[config.mk]
export PLATFORM = sky130hd
export DESIGN_NAME = fasthash64_stream_hasher_unit
export DESIGN_NICKNAME = d
export VERILOG_FILES = /design/src/rtl/fh64_pkg.sv /design/src/rtl/fasthash64_stream_hasher_unit.sv /design/src/rtl/fh64_mul.sv
export SDC_FILE = /design/constraint.sdc
export NUM_CORES = 2
export LEC_CHECK = 0
export ABC_AREA = 1
export ABC_CLOCK_PERIOD_IN_PS = 13760
export BUFFER_PORTS_ARGS = -buffer_cell sky130_fd_sc_hd__buf_2
export CAP_MARGIN = 20
export CORE_UTILIZATION = 50
export CTS_CLUSTER_DIAMETER = 150
export DETAILED_ROUTE_END_ITERATION = 6
export HOLD_SLACK_MARGIN = 0.08
export PLACE_DENSITY = 0.67
export SYNTH_ARGS = -nofsm -noshare
export SYNTH_HDL_FRONTEND = slang
export SYNTH_SLANG_ARGS = --single-unit
[constraint.sdc]
create_clock -name clk -period 13.76 [get_ports clk]
set_input_delay 0.688 -clock clk [delete_from_list [all_inputs] [get_ports clk]]
set_output_delay 0.688 -clock clk [all_outputs]
set_load 0.02 [all_outputs]
[src/rtl/fh64_pkg.sv]
package fh64_pkg;

  localparam logic [63:0] HASH_MULT   = 64'h8803_55f2_1e6d_1965;
  localparam logic [63:0] MIX_MULT    = 64'h2127_599b_f432_5c37;
  localparam logic [63:0] SEED_RESET  = 64'h0000_0000_04C1_1DB7;
  localparam int unsigned MIX_SHIFT_A = 23;
  localparam int unsigned MIX_SHIFT_B = 47;

  typedef struct packed {
    logic [63:0] word;
    logic [3:0]  valid_bytes;
    logic        last;
    logic [31:0] message_length;
  } fh64_in_t;

  typedef struct packed {
    logic [63:0] hash64;
    logic [31:0] hash32;
  } fh64_out_t;

  typedef struct packed {
    logic        start;
    logic [63:0] a;
    logic [63:0] b;
  } fh64_mul_req_t;

  typedef struct packed {
    logic        done;
    logic [63:0] p;
  } fh64_mul_rsp_t;

endpackage

[src/rtl/fasthash64_stream_hasher_unit.sv]
// Each 64-bit product runs through one shared 32x32 multiplier in three partial
// products; n = 0..4 products per word (length, word mix, accumulator, final mix).
// src_stall stays high while a word's products run and, for a last word, until its
// result is registered. The registered result is taken from the final mix through the
// S_EMIT state; a result held by dst_stall makes the next one wait and stall input.
// Synchronous active-high reset: seed to 0x04C11DB7, accumulator cleared, no message open.
module fasthash64_stream_hasher_unit import fh64_pkg::*; (
  input  logic        clk,
  input  logic        rst,
  input  logic        src_valid,
  output logic        src_stall,
  input  fh64_in_t    src_data,
  output logic        dst_valid,
  input  logic        dst_stall,
  output fh64_out_t   dst_data,
  input  logic        cfg_valid,
  output logic        cfg_ready,
  input  logic [63:0] cfg_data
);

  typedef enum logic [2:0] {
    S_IDLE,
    S_INIT,
    S_MIX,
    S_ACC,
    S_FIN,
    S_EMIT
  } state_t;

  state_t        state;
  logic [63:0]   seed;
  logic [63:0]   acc;
  logic          in_message;
  logic [63:0]   v;
  logic          nz;
  logic          last;
  fh64_mul_req_t req;
  fh64_mul_rsp_t rsp;
  logic [63:0]   mask_in;
  logic [63:0]   v_in;
  logic          nz_in;
  logic [63:0]   acc_init;
  logic [63:0]   mixed;

  fh64_mul u_mul (
    .clk (clk),
    .rst (rst),
    .req (req),
    .rsp (rsp)
  );

  always_comb begin
    for (int i = 0; i < 8; i++) begin
      mask_in[i*8 +: 8] = (4'(i) < src_data.valid_bytes) ? 8'hff : 8'h00;
    end
  end

  assign v_in      = src_data.word & mask_in;
  assign nz_in     = (src_data.valid_bytes != 4'd0);
  assign acc_init  = seed ^ rsp.p;
  assign mixed     = rsp.p ^ (rsp.p >> MIX_SHIFT_B);
  assign src_stall = (state != S_IDLE);
  assign cfg_ready = 1'b1;

  always_ff @(posedge clk) begin
    if (rst) begin
      state      <= S_IDLE;
      seed       <= SEED_RESET;
      acc        <= 64'h0;
      in_message <= 1'b0;
      req.start  <= 1'b0;
      dst_valid  <= 1'b0;
    end else begin
      req.start <= 1'b0;
      if (cfg_valid) begin
        seed <= cfg_data;
      end
      if (dst_valid && !dst_stall) begin
        dst_valid <= 1'b0;
      end
      unique case (state)
        S_IDLE: begin
          if (src_valid) begin
            v    <= v_in;
            nz   <= nz_in;
            last <= src_data.last;
            if (!in_message) begin
              req.start <= 1'b1;
              req.a     <= {32'h0, src_data.message_length};
              req.b     <= HASH_MULT;
              state     <= S_INIT;
            end else if (nz_in) begin
              req.start <= 1'b1;
              req.a     <= v_in ^ (v_in >> MIX_SHIFT_A);
              req.b     <= MIX_MULT;
              state     <= S_MIX;
            end else if (src_data.last) begin
              req.start <= 1'b1;
              req.a     <= acc ^ (acc >> MIX_SHIFT_A);
              req.b     <= MIX_MULT;
              state     <= S_FIN;
            end
          end
        end
        S_INIT: begin
          if (rsp.done) begin
            acc <= acc_init;
            if (nz) begin
              req.start <= 1'b1;
              req.a     <= v ^ (v >> MIX_SHIFT_A);
              req.b     <= MIX_MULT;
              state     <= S_MIX;
            end else if (last) begin
              req.start <= 1'b1;
              req.a     <= acc_init ^ (acc_init >> MIX_SHIFT_A);
              req.b     <= MIX_MULT;
              state     <= S_FIN;
            end else begin
              in_message <= 1'b1;
              state      <= S_IDLE;
            end
          end
        end
        S_MIX: begin
          if (rsp.done) begin
            req.start <= 1'b1;
            req.a     <= acc ^ mixed;
            req.b     <= HASH_MULT;
            state     <= S_ACC;
          end
        end
        S_ACC: begin
          if (rsp.done) begin
            acc <= rsp.p;
            if (last) begin
              req.start <= 1'b1;
              req.a     <= rsp.p ^ (rsp.p >> MIX_SHIFT_A);
              req.b     <= MIX_MULT;
              state     <= S_FIN;
            end else begin
              in_message <= 1'b1;
              state      <= S_IDLE;
            end
          end
        end
        S_FIN: begin
          if (rsp.done) begin
            state <= S_EMIT;
          end
        end
        S_EMIT: begin
          if (!dst_valid || !dst_stall) begin
            dst_valid       <= 1'b1;
            dst_data.hash64 <= mixed;
            dst_data.hash32 <= mixed[31:0] - mixed[63:32];
            in_message      <= 1'b0;
            state           <= S_IDLE;
          end
        end
        default: state <= S_IDLE;
      endcase
    end
  end

endmodule

[src/rtl/fh64_mul.sv]
module fh64_mul import fh64_pkg::*; (
  input  logic          clk,
  input  logic          rst,
  input  fh64_mul_req_t req,
  output fh64_mul_rsp_t rsp
);

  logic        busy;
  logic [1:0]  cnt;
  logic        done;
  logic [63:0] a_r;
  logic [63:0] b_r;
  logic [63:0] pp;
  logic [63:0] sum;
  logic [31:0] op_a;
  logic [31:0] op_b;
  logic [63:0] prod;

  // low x low, low x high, high x low; only the low 64 bits are kept
  assign op_a = (cnt == 2'd2) ? a_r[63:32] : a_r[31:0];
  assign op_b = (cnt == 2'd1) ? b_r[63:32] : b_r[31:0];
  assign prod = op_a * op_b;

  always_ff @(posedge clk) begin
    if (rst) begin
      busy <= 1'b0;
      cnt  <= 2'd0;
      done <= 1'b0;
    end else begin
      done <= 1'b0;
      if (req.start) begin
        busy <= 1'b1;
        cnt  <= 2'd0;
        a_r  <= req.a;
        b_r  <= req.b;
      end else if (busy) begin
        cnt <= cnt + 2'd1;
        case (cnt)
          2'd0: pp <= prod;
          2'd1: begin
            pp  <= prod;
            sum <= pp;
          end
          2'd2: begin
            pp  <= prod;
            sum <= sum + {pp[31:0], 32'h0};
          end
          default: begin
            sum  <= sum + {pp[31:0], 32'h0};
            busy <= 1'b0;
            done <= 1'b1;
          end
        endcase
      end
    end
  end

  assign rsp.done = done;
  assign rsp.p    = sum;

endmodule

==> results.py <==
metrics = {
    "cells_and_area": {
        "multiInputGateArea_um2": 39400,
        "final_cells": 9403,
        "nFillCells": 11803,
        "regArea_um2": 15500,
        "drive_gt1_frac": 0.0675,
        "nets": 9097,
        "area_growth_pct": 9.21,
    },
    "detailed_routing": {
        "ant_nets": 0,
        "vias": 53220,
        "drc": 4,
        "routed_wl_um": 268000,
        "viasPerCell": 5.66,
        "firstDrtPassIters": 7,
        "drt_iter0_drc": 7068,
        "routedWlPerCell_um": 28.5,
    },
    "clocking": {
        "hold_buffers": 0,
        "insertion_delay_ns": 0.69,
        "numCtsBuffers": 71,
        "cts-resized-gates": 0,
        "clockBufferDepth": 3,
        "post-cts-setup-buffer-count": 0,
        "cts-root-buf": "clkbuf_16",
        "cts_tree": "built",
        "clkTransAtPathRegs_ns": 0.07,
        "htree_levels": 3,
        "clock_sinks": 562,
    },
    "place": {
        "portBuffers": 267,
        "place.gp.congestion": 1.10,
        "dp_hpwl_um": 225000,
        "dp_cells": 9263,
    },
    "floorplan": {
        "dieWidth_um": 355,
        "core_um2": 124000,
        "die_area_um2": 126000,
        "num_io_pins": 269,
        "start_util": 0.503,
        "die_h_um": 355,
        "rows": 129,
    },
    "worst_setup_path": {
        "start_kind": "flip-flop",
        "cp_common_cell": "fa_1",
        "worst_path_max_delay_cell": "o21ai_2",
        "crit_arrival_ns": 10.47,
        "cp-end-kind": "flip-flop",
        "cpPeakStageDelay_ns": 0.80,
        "critical_path_required_ns": 14.17,
        "cp_max_fo": 35,
        "worst-setup-path-type": "reg -> reg",
    },
    "global_route": {
        "grt_pass1_vias": 52628,
        "track_usage": 0.430,
        "grt-ovfl-total": 0,
        "grt_start_max_net_pins": 95,
        "antenna_found_initial": 18,
        "grt_pass1_wl_um": 379000,
    },
    "synth": {
        "ys_ff_latch": 562,
        "synth-seq-area-share": 0.249,
        "synth_cell_type_count": 56,
        "ys_warn_count": 0,
        "synth_area_leaders": "fa_1 (28%), edfxtp_1 (20%), inv_1 (10%), nand2_1 (9.1%), ha_1 (7.3%)",
        "synth_top_area_frac": 0.277,
        "synth_area_um2": 62200,
        "avgSynthCellArea_um2": 8.37,
        "synth_cells": 7438,
        "yosys.area.top_type": "fa_1",
    },
    "run": {
        "maxCapViolCount": 0,
    },
    "timing": {
        "period_minus_slack_ns": 10.06,
        "post-route-period-util": 0.731,
        "slew_violations": 0,
        "worstMarginPinSlew_ns": 1.27,
        "max_freq_ghz": 0.0994,
        "setup-violations-final": 0,
        "hold_viol": 0,
        "fin_skew_ns": 0.0406,
        "slew_headroom": 0.150,
        "setup_tns_ns": 0,
        "rsz0062_at_grt": "false",
    },
    "worst_hold_path": {
        "hp-class": "in -> reg",
    },
    "outcome": {
        "violations": "design-rule violations",
        "status": "complete, but fails checks",
    },
}
[Yosys cell counts, drive strengths merged]
library cell,instances
a211o,6
a211oi,2
a21boi,2
a21o,3
a21oi,208
a22oi,15
a31oi,9
and2,4
and3,1
buf,123
clkbuf,119
clkinv,6
conb,2
dfxtp,138
edfxtp,424
fa,861
ha,364
inv,1746
mux2,2
mux2i,1
nand2,1506
nand2b,1
nand3,224
nand3b,10
nand4,30
nor2,808
nor3,48
nor4,6
o2111ai,4
o211ai,90
o21a,1
o21ai,281
o21bai,12
o221ai,28
o22ai,61
o311ai,5
or2,10
xnor2,180
xor2,97
[cell type report]
type / instances / share of cell area
Inverter: 1752 / 0.0969
Tap cell: 1637 / 0.0301
Multi-Input combinational cell: 4972 / 0.580
Timing Repair Buffer: 343 / 0.0285
Antenna cell: 5 / 0.000184
Clock inverter: 46 / 0.00819
Clock buffer: 86 / 0.0277
Sequential cell: 562 / 0.228
[cells in the final DEF, fill, tap and decap left out, drive strengths merged, types with 28 or more instances in the layout]
cell type and count:
nand2 1506, nor2 808, o21ai 281, clkinv 29, o211ai 90, nor3 48
nand4 30, xnor2 180, edfxtp 424, dfxtp 138, fa 861, conb 92
nand3 224, buf 342, ha 364, clkbuf 87, xor2 97, o22ai 61
o221ai 28, a21oi 208, inv 1755
[state kept, by name, indices dropped and copies added, names as in the netlist, 2 cells and up]
name and cells:
u_mul.cnt 2, dst_data 96, v 64, u_mul.sum 64, u_mul.pp 64, state 3, req 68, u_mul.a_r 64
acc 64, u_mul.b_r 3, seed 64
[routing by layer]
metal  track usage  vias to the layer above  wire [um]
li1              -                    23137          -
met1         0.593                    26272     108000
met2         0.602                     3308     109000
met3         0.164                      493      38200
met4         0.180                       10      13200
met5             0                        -         61
[critical path, delay by kind of cell (launching register included)]
family | cells | cell delay [ns]
compound gates | 2 | 1.18
flops | 1 | 0.44
simple gates | 9 | 1.78
buf+inv | 8 | 1.39
fa+ha+maj | 10 | 4.95
[cell families (layout without fill, tap and decap cells)]
logic type | count (synthesis) | in the layout | synth area share
xor gates and xnor gates | 277 | 277 | 0.0390
DFF | 562 | 562 | 0.249
and+or+nand+nor | 2648 | 2648 | 0.170
other | 2 | 97 | 0.000121
muxes | 3 | 3 | 0.000523
AOI/OAI and AO/OA | 727 | 727 | 0.0679
adders and majority gates | 1225 | 1225 | 0.350
buffers and inverters | 1994 | 2227 | 0.124
[per-stage QoR]
step | hold slack [ns] | setup slack (ns) | util | area, um2
3_3_place_gp | 0.401 | 3.60 | 0.529 | 65400
6_report | 0.220 | 3.70 | 0.550 | 68000
3_5_place_dp | 0.405 | 3.91 | 0.529 | 65500
2_1_floorplan | 0.400 | 5.66 | - | 62600
5_1_grt | 0.223 | 3.47 | 0.550 | 67900
4_1_cts | 0.191 | 3.89 | 0.549 | 67900
[worst paths after layout]
check | from | end | slack [ns] | cells after the start
setup / recovery | u_mul.cnt[0] | u_mul.pp[56] | 3.70 | 29
hold / removal | cfg_data[27] | seed[27] | 0.22 | 3
hold reg to reg | req[107] | u_mul.a_r[43] | 0.40 | 0
setup reg to reg | u_mul.cnt[0] | u_mul.pp[56] | 3.70 | 29
Power is not shown: default switching activity piles up to over one toggle a cycle in this logic, so the estimate is an artifact.
